**config.mk**
```make
export PLATFORM = sky130hd
export DESIGN_NAME = lru_page_replacement_core
export DESIGN_NICKNAME = d
export VERILOG_FILES = /design/src/design/lrp_pkg.sv /design/src/design/lrp_ctrl.sv /design/src/design/lrp_datapath.sv /design/src/design/lru_page_replacement_core.sv
export SDC_FILE = /design/constraint.sdc
export NUM_CORES = 1
export LEC_CHECK = 0
export CAP_MARGIN = 20
export CORE_MARGIN = 10
export CORE_UTILIZATION = 28
export CTS_BUF_LIST = sky130_fd_sc_hd__clkbuf_4
export DETAILED_ROUTE_END_ITERATION = 10
export DONT_BUFFER_PORTS = 1
export PLACE_DENSITY = 0.48
export SETUP_SLACK_MARGIN = 0.1
export SYNTH_ARGS = -nofsm -noshare
export SYNTH_HDL_FRONTEND = slang
export SYNTH_SLANG_ARGS = --single-unit
```
**constraint.sdc**
```tcl
create_clock -name clk -period 3.7 [get_ports clk]
set_clock_uncertainty 0.2 [all_clocks]
set_input_delay 0.555 -clock clk [delete_from_list [all_inputs] [get_ports clk]]
set_output_delay 0.555 -clock clk [all_outputs]
set_load 0.005 [all_outputs]
```
**src/design/lrp_pkg.sv**
```systemverilog
package lrp_pkg;

	// defaults for the top-level parameters
	localparam int FRAMES_DEF    = 4;
	localparam int PAGE_BITS_DEF = 20;

	// fixed field widths
	localparam int PAGE_W  = 20;
	localparam int COUNT_W = 16;
	localparam int FRAME_W = 2;
	localparam int OUTC_W  = 2;

	localparam logic [COUNT_W-1:0] COUNT_MAX = '1;

	// command codes
	localparam logic CMD_ACCESS = 1'b0;
	localparam logic CMD_CLEAR  = 1'b1;

	// outcome codes
	localparam logic [OUTC_W-1:0] OUT_HIT     = 2'd0;
	localparam logic [OUTC_W-1:0] OUT_FILL    = 2'd1;
	localparam logic [OUTC_W-1:0] OUT_REPLACE = 2'd2;
	localparam logic [OUTC_W-1:0] OUT_CLEARED = 2'd3;

	// controller to datapath commands
	typedef struct packed {
		logic load_in;  // capture the input transaction
		logic exec;     // apply the captured access and load the output register
	} ctl_cmd_t;

endpackage

```
**src/design/lrp_ctrl.sv**
```systemverilog
module lrp_ctrl
	import lrp_pkg::*;
(
	input  logic     clk,
	input  logic     arst_n,
	input  logic     s_tvalid,
	output logic     s_tready,
	output logic     m_tvalid,
	input  logic     m_tready,
	output ctl_cmd_t ctl
);

	typedef enum logic {
		ST_IDLE,
		ST_EXEC
	} state_t;

	state_t state_q;
	logic   m_tvalid_q;

	assign s_tready    = (state_q == ST_IDLE);
	assign ctl.load_in = s_tvalid && s_tready;
	// output register free or draining this cycle
	assign ctl.exec    = (state_q == ST_EXEC) && (!m_tvalid_q || m_tready);
	assign m_tvalid    = m_tvalid_q;

	always_ff @(posedge clk or negedge arst_n) begin
		if (!arst_n) begin
			state_q    <= ST_IDLE;
			m_tvalid_q <= 1'b0;
		end else begin
			if (ctl.exec)
				m_tvalid_q <= 1'b1;
			else if (m_tready)
				m_tvalid_q <= 1'b0;
			unique case (state_q)
				ST_IDLE: begin
					if (ctl.load_in)
						state_q <= ST_EXEC;
				end
				ST_EXEC: begin
					if (ctl.exec)
						state_q <= ST_IDLE;
				end
				default: state_q <= ST_IDLE;
			endcase
		end
	end

	a_exec_gives_result: assert property (@(posedge clk) disable iff (!arst_n)
		ctl.exec |=> m_tvalid)
		else $error("result not presented after execute");

	a_no_overwrite: assert property (@(posedge clk) disable iff (!arst_n)
		(m_tvalid && !m_tready) |-> !ctl.exec)
		else $error("pending result overwritten");

endmodule

```
**src/design/lrp_datapath.sv**
```systemverilog
module lrp_datapath
	import lrp_pkg::*;
#(
	parameter int FRAMES    = FRAMES_DEF,
	parameter int PAGE_BITS = PAGE_BITS_DEF
) (
	input  logic                clk,
	input  logic                arst_n,
	input  ctl_cmd_t            ctl,
	input  logic                in_cmd,
	input  logic [PAGE_W-1:0]   in_page,
	output logic [OUTC_W-1:0]   outcome,
	output logic [FRAME_W-1:0]  frame,
	output logic [PAGE_W-1:0]   evicted_page,
	output logic [COUNT_W-1:0]  fault_total
);

	localparam int RW = $clog2(FRAMES);                         // rank / index width
	localparam int SW = (PAGE_BITS < PAGE_W) ? PAGE_BITS : PAGE_W; // stored page bits
	localparam logic [RW-1:0] RANK_OLDEST = RW'(FRAMES - 1);
	localparam logic [RW:0]   LIM_ALL     = (RW + 1)'(FRAMES);
	localparam logic [RW:0]   LIM_OLDEST  = (RW + 1)'(FRAMES - 1);

	// captured input
	logic          cmd_q;
	logic [SW-1:0] page_q;

	// frame table
	logic [FRAMES-1:0] frame_valid_q;
	logic [SW-1:0]     frame_page_q [FRAMES];
	logic [RW-1:0]     rank_q       [FRAMES];
	logic [COUNT_W-1:0] fault_q;

	// output register
	logic [OUTC_W-1:0]  outcome_q;
	logic [FRAME_W-1:0] frame_q;
	logic [PAGE_W-1:0]  evict_q;
	logic [COUNT_W-1:0] total_q;

	logic          hit_found, empty_found;
	logic [RW-1:0] hit_idx, free_idx, victim_idx, sel_idx;
	logic [RW:0]   limit;
	logic [RW+1:0] sel_wide;
	logic [COUNT_W-1:0] fault_nxt;

	// lowest matching and lowest empty frame, frame holding the oldest rank
	always_comb begin
		hit_found   = 1'b0;
		empty_found = 1'b0;
		hit_idx     = '0;
		free_idx    = '0;
		victim_idx  = '0;
		for (int i = 0; i < FRAMES; i++) begin
			if (!hit_found && frame_valid_q[i] && frame_page_q[i] == page_q) begin
				hit_found = 1'b1;
				hit_idx   = RW'(i);
			end
			if (!empty_found && !frame_valid_q[i]) begin
				empty_found = 1'b1;
				free_idx    = RW'(i);
			end
		end
		// table full: ranks are a permutation, so exactly one frame is oldest
		for (int i = FRAMES - 1; i >= 0; i--) begin
			if (rank_q[i] == RANK_OLDEST)
				victim_idx = RW'(i);
		end
	end

	// frame touched and the aging limit for the other frames
	always_comb begin
		if (hit_found) begin
			sel_idx = hit_idx;
			limit   = {1'b0, rank_q[hit_idx]};
		end else if (empty_found) begin
			sel_idx = free_idx;
			limit   = LIM_ALL;
		end else begin
			sel_idx = victim_idx;
			limit   = LIM_OLDEST;
		end
		if (hit_found || fault_q == COUNT_MAX)
			fault_nxt = fault_q;
		else
			fault_nxt = fault_q + 1'b1;
	end

	assign sel_wide = {2'b00, sel_idx};

	always_ff @(posedge clk) begin
		if (ctl.load_in) begin
			cmd_q  <= in_cmd;
			page_q <= in_page[SW-1:0];
		end
		if (ctl.exec) begin
			if (cmd_q == CMD_CLEAR) begin
				outcome_q <= OUT_CLEARED;
				frame_q   <= '0;
				evict_q   <= '0;
				total_q   <= '0;
			end else begin
				frame_q <= sel_wide[FRAME_W-1:0];
				total_q <= fault_nxt;
				if (hit_found) begin
					outcome_q <= OUT_HIT;
					evict_q   <= '0;
				end else if (empty_found) begin
					outcome_q <= OUT_FILL;
					evict_q   <= '0;
				end else begin
					outcome_q <= OUT_REPLACE;
					evict_q   <= PAGE_W'(frame_page_q[victim_idx]);
				end
				if (!hit_found)
					frame_page_q[sel_idx] <= page_q;
			end
		end
	end

	always_ff @(posedge clk or negedge arst_n) begin
		if (!arst_n) begin
			frame_valid_q <= '0;
			fault_q       <= '0;
			for (int i = 0; i < FRAMES; i++)
				rank_q[i] <= '0;
		end else if (ctl.exec) begin
			if (cmd_q == CMD_CLEAR) begin
				frame_valid_q <= '0;
				fault_q       <= '0;
				for (int i = 0; i < FRAMES; i++)
					rank_q[i] <= '0;
			end else begin
				fault_q                <= fault_nxt;
				frame_valid_q[sel_idx] <= 1'b1;
				for (int i = 0; i < FRAMES; i++) begin
					if (RW'(i) == sel_idx)
						rank_q[i] <= '0;
					else if (frame_valid_q[i] && {1'b0, rank_q[i]} < limit)
						rank_q[i] <= rank_q[i] + 1'b1;
				end
			end
		end
	end

	assign outcome      = outcome_q;
	assign frame        = frame_q;
	assign evicted_page = evict_q;
	assign fault_total  = total_q;

	a_clear_empties: assert property (@(posedge clk) disable iff (!arst_n)
		(ctl.exec && cmd_q == CMD_CLEAR) |=> (frame_valid_q == '0 && fault_q == '0))
		else $error("clear left frames or count");

	a_count_monotonic: assert property (@(posedge clk) disable iff (!arst_n)
		(ctl.exec && cmd_q == CMD_ACCESS) |=> (fault_q >= $past(fault_q)))
		else $error("fault count went down");

	a_valid_grows: assert property (@(posedge clk) disable iff (!arst_n)
		!(ctl.exec && cmd_q == CMD_CLEAR) |=>
		((frame_valid_q & $past(frame_valid_q)) == $past(frame_valid_q)))
		else $error("frame emptied without clear");

endmodule

```
**src/design/lru_page_replacement_core.sv**
```systemverilog
// LRU page replacement core. Keeps FRAMES physical frames, each empty or holding a
// page number, and answers one result transaction per input transaction. An access
// that matches a valid frame is a hit and becomes the most recent; a miss fills the
// lowest-numbered empty frame, or, with every frame in use, evicts the least recently
// used one and reports its old page. A 16-bit fault count saturates at 65535; a clear
// command empties all frames and the count. Each transaction first registers the
// input; then, once the output register is free, all frames are compared in parallel
// and the frame table, recency ranks and output register update together. The output
// register lets the next input transaction enter while a result waits on m_tready.
// Reset takes effect at once; there is no clearing pass.
module lru_page_replacement_core
	import lrp_pkg::*;
#(
	parameter int FRAMES    = FRAMES_DEF,   // 2 .. 4
	parameter int PAGE_BITS = PAGE_BITS_DEF // 1 .. 20, low bits of page compared
) (
	input  logic        clk,
	input  logic        arst_n,
	// input transactions
	input  logic        s_tvalid,
	output logic        s_tready,
	input  logic [23:0] s_tdata,  // [19:0] page, [23:20] zero
	input  logic [0:0]  s_tuser,  // [0] cmd
	// result transactions
	output logic        m_tvalid,
	input  logic        m_tready,
	output logic [39:0] m_tdata,  // [1:0] frame, [21:2] evicted_page, [37:22] fault_total
	output logic [1:0]  m_tuser   // [1:0] outcome
);

	ctl_cmd_t           ctl;
	logic [FRAME_W-1:0] frame;
	logic [PAGE_W-1:0]  evicted_page;
	logic [COUNT_W-1:0] fault_total;

	// sequencing: accept, execute, hold result
	lrp_ctrl u_ctrl (
		.clk      (clk),
		.arst_n   (arst_n),
		.s_tvalid (s_tvalid),
		.s_tready (s_tready),
		.m_tvalid (m_tvalid),
		.m_tready (m_tready),
		.ctl      (ctl)
	);

	// frame table, recency ranks, fault count, output register
	lrp_datapath #(
		.FRAMES    (FRAMES),
		.PAGE_BITS (PAGE_BITS)
	) u_datapath (
		.clk          (clk),
		.arst_n       (arst_n),
		.ctl          (ctl),
		.in_cmd       (s_tuser[0]),
		.in_page      (s_tdata[PAGE_W-1:0]),
		.outcome      (m_tuser),
		.frame        (frame),
		.evicted_page (evicted_page),
		.fault_total  (fault_total)
	);

	assign m_tdata = {2'b00, fault_total, evicted_page, frame};

endmodule

```
After elaboration in Yosys (flattened, before gate mapping)
Memories as Yosys holds them, arrays and structs flattened. A register that Yosys moved wholly into a read port is not among the register bits.
Cells that the tools add are included.
Word-level totals
  register bits: 71
  bits in writable memories: 80
  input port bits: 29
  output and inout port bits: 44
  word-level logic and storage cells: 130
  memories: 1
Operators by class
  $add $sub $neg: 5
  $lt $le $gt $ge: 7
  equal/unequal tests: 12
  mux-type cells: 50
  bitwise gates (word level): 3
  reduce and logical (&&, ||, !) cells: 39
Memories
  u_datapath.frame_page_q: depth 4, bits a word 20, rd ports 5, clocked after Yosys merged registers in 1, wr ports 1, line lrp_datapath.sv:30  | logic [SW-1:0] frame_page_q [FRAMES];
Operators with widths (count)
  $eq A20 B20 Y1: 4
  $mux W2: 22
  $mux W16: 2
  $mux W1: 19
  $logic_and A1 B1 Y1: 17
  $add A16 B1 Y16 const B: 1
  $eq A16 B16 Y1 const B: 1
  $lt A2 B3 Y1: 4
  $reduce_bool A3 Y1: 4
  $logic_not A1 Y1: 9
  $add A2 B1 Y2 const B: 4
  $eq A2 B2 Y1 const B: 4
  $mux W8: 1
  $reduce_and A2 Y1: 4
  $mux W3: 2
  $bmux W2 S2: 1
  $eq A2 B2 Y1 const A: 2
  $mux W4: 1
  $or A4 B4 Y4: 1
  $ge A3 B3 Y1 const B: 1
  $lt A2 B3 Y1 const B: 1
  $not A2 Y3: 1
  $reduce_or A3 Y1: 1
  $demux W1 S2: 1
  7 further kinds: 8

Logic depth before layout (Yosys ltp)
An unclocked memory read counts as a cell.
  depth in word-level cells: 26
  gate-level depth with buffers: 15
  gate-level depth less buffers: 13

Cells and area by module
A second synthesis with hierarchy kept.
Second synthesis, totals
  cell total of the unflattened synthesis: 690
  area total of the unflattened synthesis: 8483.1 sq um
By module, submodules not included
  lrp_datapath: times used 1, cells an instance 679, area an instance 8370.5 sq um
  lrp_ctrl: times used 1, cells an instance 8, area an instance 93.8 sq um
  lru_page_replacement_core: times used 1, cells an instance 3, area an instance 18.8 sq um

Least setup slack after synthesis
Ideal clock, no wire load.
  path kind: register to register
  start: register u_datapath.page_q[15]
  end: register u_datapath.rank_q[6] (netlist name)
  arrival: 3439 ps
  slack: -64 ps
  cell stages (with the launch flop): 15
  path buffers: 2
  period minus slack after synthesis: 3764 ps
  path through: edfxtp_1 -> clkbuf_1 -> xnor2_1 -> nand4_1 -> nor4_1 -> nand4_1 -> clkbuf_1 -> nor3b_1 -> o311ai_0 -> or3b_2 -> ha_1 -> a2111oi_1 -> o21ai_1 -> a21o_1 -> mux2_2
On the way
  longest elaborated chain between the ends: 24
  elaborated cells between the ends (all ways): 34
RTL lines
  start, declared: line lrp_datapath.sv:26  | logic [SW-1:0] page_q;
  start signal, assigned: line lrp_datapath.sv:93  | page_q <= in_page[SW-1:0];
  $eq A20 B20 Y1: line lrp_datapath.sv:54  | if (!hit_found && frame_valid_q[i] && frame_page_q[i] == page_q) begin
  $logic_and A1 B1 Y1: line lrp_datapath.sv:54
  $mux W1: line lrp_datapath.sv:54
  $logic_not A1 Y1: line lrp_datapath.sv:54
  $logic_and A1 B1 Y1 (2 in a row): line lrp_datapath.sv:54
  $mux W1: line lrp_datapath.sv:54
  $logic_not A1 Y1: line lrp_datapath.sv:54
  $logic_and A1 B1 Y1 (2 in a row): line lrp_datapath.sv:54
  (+5 left out)
  $not A2 Y3 (not written as such): line lrp_datapath.sv:74  | limit = {1'b0, rank_q[hit_idx]};
  $bmux W2 S2: line lrp_datapath.sv:74
  $mux W2 (not written as such) (2 in a row): line lrp_datapath.sv:74
  $mux W3: line lrp_datapath.sv:72  | if (hit_found) begin
  $lt A2 B3 Y1: line lrp_datapath.sv:138  | else if (frame_valid_q[i] && {1'b0, rank_q[i]} < limit)
  $logic_and A1 B1 Y1: line lrp_datapath.sv:138
  $reduce_bool A3 Y1 (no source line)
  $reduce_and A2 Y1 (no source line)
  end signal, assigned by index: line lrp_datapath.sv:139  | rank_q[i] <= rank_q[i] + 1'b1;
  end, declared: line lrp_datapath.sv:31  | logic [RW-1:0] rank_q [FRAMES];
Parallel ways exist; a longest one is shown, timed or not. The select of a mux whose other input is x is not followed.
A chain may end at the register's enable or synchronous reset.

Final worst setup path
  start: register u_datapath.page_q[11]
  end: register u_datapath.rank_q[1] (netlist name)
Same word-level chain as after synthesis.

==> flow_metrics.env <==
export IMPL_outcome="finished clean"
export IMPL_antenna_found_initial=1
export IMPL_nFillCells=2988
export IMPL_core_area_um2=29800
export IMPL_critPathCaptureType="register"
export IMPL_clk_path_buf_depth=2
export IMPL_synthFlopType="edfxtp_1"
export IMPL_layout_min_cycle_time_ns=3.68
export IMPL_timing_final_crit_share_pct=99.5
export IMPL_iteration_0_drc_count_of_the_detailed_router=300
export IMPL_drc_markers=0
export IMPL_portBuffers=0
export IMPL_dp_hpwl_mm=15.6
export IMPL_drt_antenna_violating_nets=0
export IMPL_ys_ff_latch=171
export IMPL_worstRegToRegCells=13
export IMPL_net_count_of_the_finished_layout=834
export IMPL_groute_usage_overall_pct=11.9
export IMPL_synth_enable_flop_cells=141
export IMPL_drt_pre_antenna_iters=4
export IMPL_final_setup_violation_count=0
export IMPL_layout_cells_most_common="edfxtp_1"
export IMPL_worst_setup_path_type="reg2reg"
export IMPL_grt_pass1_wl_mm=34.8
export IMPL_rsz0062_at_grt="yes"
export IMPL_worstPathMaxFanout=4
export IMPL_post_drt_wl_per_cell_um=19.1
export IMPL_power_leakage_nw=3.65
export IMPL_post_synth_num_cell_types=65
export IMPL_via_count=5737
export IMPL_yosysTopAreaCell="edfxtp_1"
export IMPL_tritoncts="yes"
export IMPL_critical_path_endpoint="u_datapath.rank_q[1]$_DFFE_PN0P_"
export IMPL_grt_max_degree=53
export IMPL_power_per_cell_area_nw_per_um2=464
export IMPL_post_route_cells_drive_above_1_share_pct=25.7
export IMPL_slew_headroom_pct=53.3
export IMPL_io_pins=73
export IMPL_initial_core_util_pct=28.5
export IMPL_fmax_mhz=272
export IMPL_worst_slack_ns=0.0181
export IMPL_syn_inst=699
export IMPL_yosysSeqAreaShare_pct=58.8
export IMPL_number_of_pins_with_negative_max_slew_slack_in_the_final_report=0
export IMPL_ys_warn_count=0
export IMPL_clk_pin_slew_ns=0.15
export IMPL_cp_arrival_ns=3.98
export IMPL_fp_dieArea_um2=37600
export IMPL_worst_hold_slack_ns=0.215
export IMPL_hold_violations=0
export IMPL_place_congestion=0.843
export IMPL_cts_made_buffers=17
export IMPL_worst_skew_late_latency_ns=0.60
export IMPL_detail_route_vias_per_cell=4.78
export IMPL_rows=63
export IMPL_share_of_flip_flops_with_an_asynchronous_set_or_reset_after_synthesis_pct=17.5
export IMPL_tightestPinTransition_ns=0.694
export IMPL_ff2ff_setup_slack_ns=0.02
export IMPL_clock_sink_count=171
export IMPL_synthesis_area_per_instance_um2=12.1
export IMPL_ff_latch_area_um2=4980
export IMPL_startpoint_type="register"
export IMPL_synth_top_cells_by_area="edfxtp_1, dfrtp_1, xnor2_1"
export IMPL_dp_slack_ns=-0.128
export IMPL_holdCritPathClass="in2async"
export IMPL_commonest_cells_after_routing_fill_and_taps_aside="edfxtp_1, buf_4, nor2_1, xnor2_1"
export IMPL_footprint_of_the_multi_input_gates_um2=3510
export IMPL_syn_cell_area_um2=8480
export IMPL_clock_tree_root_cell="clkbuf_4"
export IMPL_start_point_of_the_critical_path="u_datapath.page_q[11]$_DFFE_PP_"
export IMPL_clock_tree_htree_level_count=4
export IMPL_vias_in_the_first_global_route=5750
export IMPL_dieHeight_um=194
export IMPL_dieWidth_um=194
export IMPL_synth_top_area_share_pct=49.9
export IMPL_timing_rr_end="u_datapath.rank_q[1]$_DFFE_PN0P_"
export IMPL_reg2reg_from="u_datapath.page_q[11]$_DFFE_PP_"
export IMPL_max_cap_violations=0
export IMPL_maximum_resistive_drop_on_vdd_mv=0.378
export IMPL_globalRoute_totalOverflow=0
export IMPL_cp_required_ns=4.00
export IMPL_route_final_wire_length_mm=22.9
export IMPL_synthToLayoutAreaGrowth_pct=22.4
==> cell families after synthesis <==
logic type / count (synthesis) / synth area share, %
adder cells (fa/ha/maj): 9 / 1.33
XOR/XNOR: 95 / 10.5
buffers and inverters: 62 / 3.62
AND/OR/NAND/NOR: 205 / 12.4
multiplexers: 27 / 3.51
flip-flops: 171 / 58.8
other: 1 / 0.0442
AO/OA/AOI/OAI: 129 / 9.78
==> per-stage QoR <==
step           power [W]  TNS, ns  utilization [%]  instance area (µm²)  instances
2_1_floorplan    0.00322        0                -                 8500        700
3_3_place_gp     0.00369   -0.460             31.8                 9460       1131
3_5_place_dp     0.00369   -0.524             31.8                 9460       1131
4_1_cts          0.00486        0             34.4                10200       1195
5_1_grt          0.00509    -1.22             34.8                10400       1200
6_report         0.00481        0             34.8                10400       1200
==> cell usage after synthesis (3+ instances only) <==
cell      instances
buf_4             4
nand3_1          17
nand4_1          33
o31ai_1          15
a41oi_1           3
and3_1            4
buf_2             5
a21oi_1          34
and2_1            3
nor2b_1           3
ha_1              9
a211oi_1          3
o22ai_1          24
and4_1            6
a31oi_1           5
mux2i_1           5
mux2_2           22
nor2_1           79
xor2_1           17
nand2_1          24
xnor2_1          72
nor3_1            5
nor4_1            9
o21ai_0          18
o211ai_1          3
clkbuf_1         33
xnor2_2           5
inv_1            12
or3_1             3
edfxtp_1        141
nand2b_1          5
dfrtp_1          30
buf_6             7
==> what timing repair did <==
action / 4_1_cts / 5_1_grt
endpoints found under the hold margin: 53 / 0
pin swaps: 9 / 6
endpoints found under the setup margin: 11 / 11
gates resized for setup: 31 / 11
setup buffers: 8 / 4
hold buffers: 24 / 0
==> worst max-delay path, cell delays in order, from the launching register on <==
cell and delay [ns]:
edfxtp_1 0.46, xnor2_2 0.22, nand4_1 0.16, nor4_2 0.30
buf_4 0.16, nand4_1 0.12, nor3b_2 0.20, o311ai_1 0.22
or3b_4 0.46, ha_2 0.20, a2111o_1 0.33, o211ai_1 0.16
o211ai_1 0.15, a32o_1 0.26
==> state kept, by name, indices dropped and copies added, names as in the netlist <==
name and flops:
u_ctrl.m_tvalid 1, u_ctrl.state_q 1, u_datapath.cmd_q 1, u_datapath.evicted_page 20, u_datapath.fault_q 16, u_datapath.fault_total 16
u_datapath.frame 2, u_datapath.frame_page_q 80, u_datapath.frame_valid_q 4, u_datapath.outcome 2, u_datapath.page_q 20, u_datapath.rank_q 8
==> worst min-delay path by stage <==
stage	cells after the start	endpoint	slack, ns	start
final	2	u_datapath.fault_q[15]$_DFFE_PN0P_	0.22	arst_n
after CTS	2	u_datapath.fault_q[9]$_DFFE_PN0P_	0.18	arst_n
after global routing	2	u_datapath.fault_q[11]$_DFFE_PN0P_	0.18	arst_n
after detailed placement	0	u_datapath.rank_q[4]$_DFFE_PN0P_	0.06	arst_n
after floorplan	0	u_ctrl.m_tvalid$_DFFE_PN0P_	0.06	arst_n
after global placement	0	u_datapath.rank_q[4]$_DFFE_PN0P_	0.06	arst_n
==> area by class of cell <==
class / instances / area share, %
Timing Repair Buffer: 127 / 10.4
Inverter: 12 / 0.434
Multi-Input combinational cell: 467 / 33.8
Clock inverter: 14 / 1.34
Clock buffer: 18 / 1.30
Sequential cell: 171 / 48.0
Antenna cell: 1 / 0.0241
Tap cell: 390 / 4.70
==> power by group <==
part	internal, W	switching, W	leakage (nW)
Clock	0.000356	0.000725	0.146
Sequential	0.00231	0.000207	1.71
Combinational	0.000539	0.000674	1.79
Total	0.00321	0.00161	3.65
==> per-layer routing <==
layer	vias to the layer above	GRT usage (%)	part of all wire [%]
met3	20	2.85	3.2
met1	2824	14.8	45
met2	94	20.0	50
met5	-	0	0
met4	0	3.66	1.5
li1	2799	-	-
Note: power is estimated with default switching activity, not from simulation.
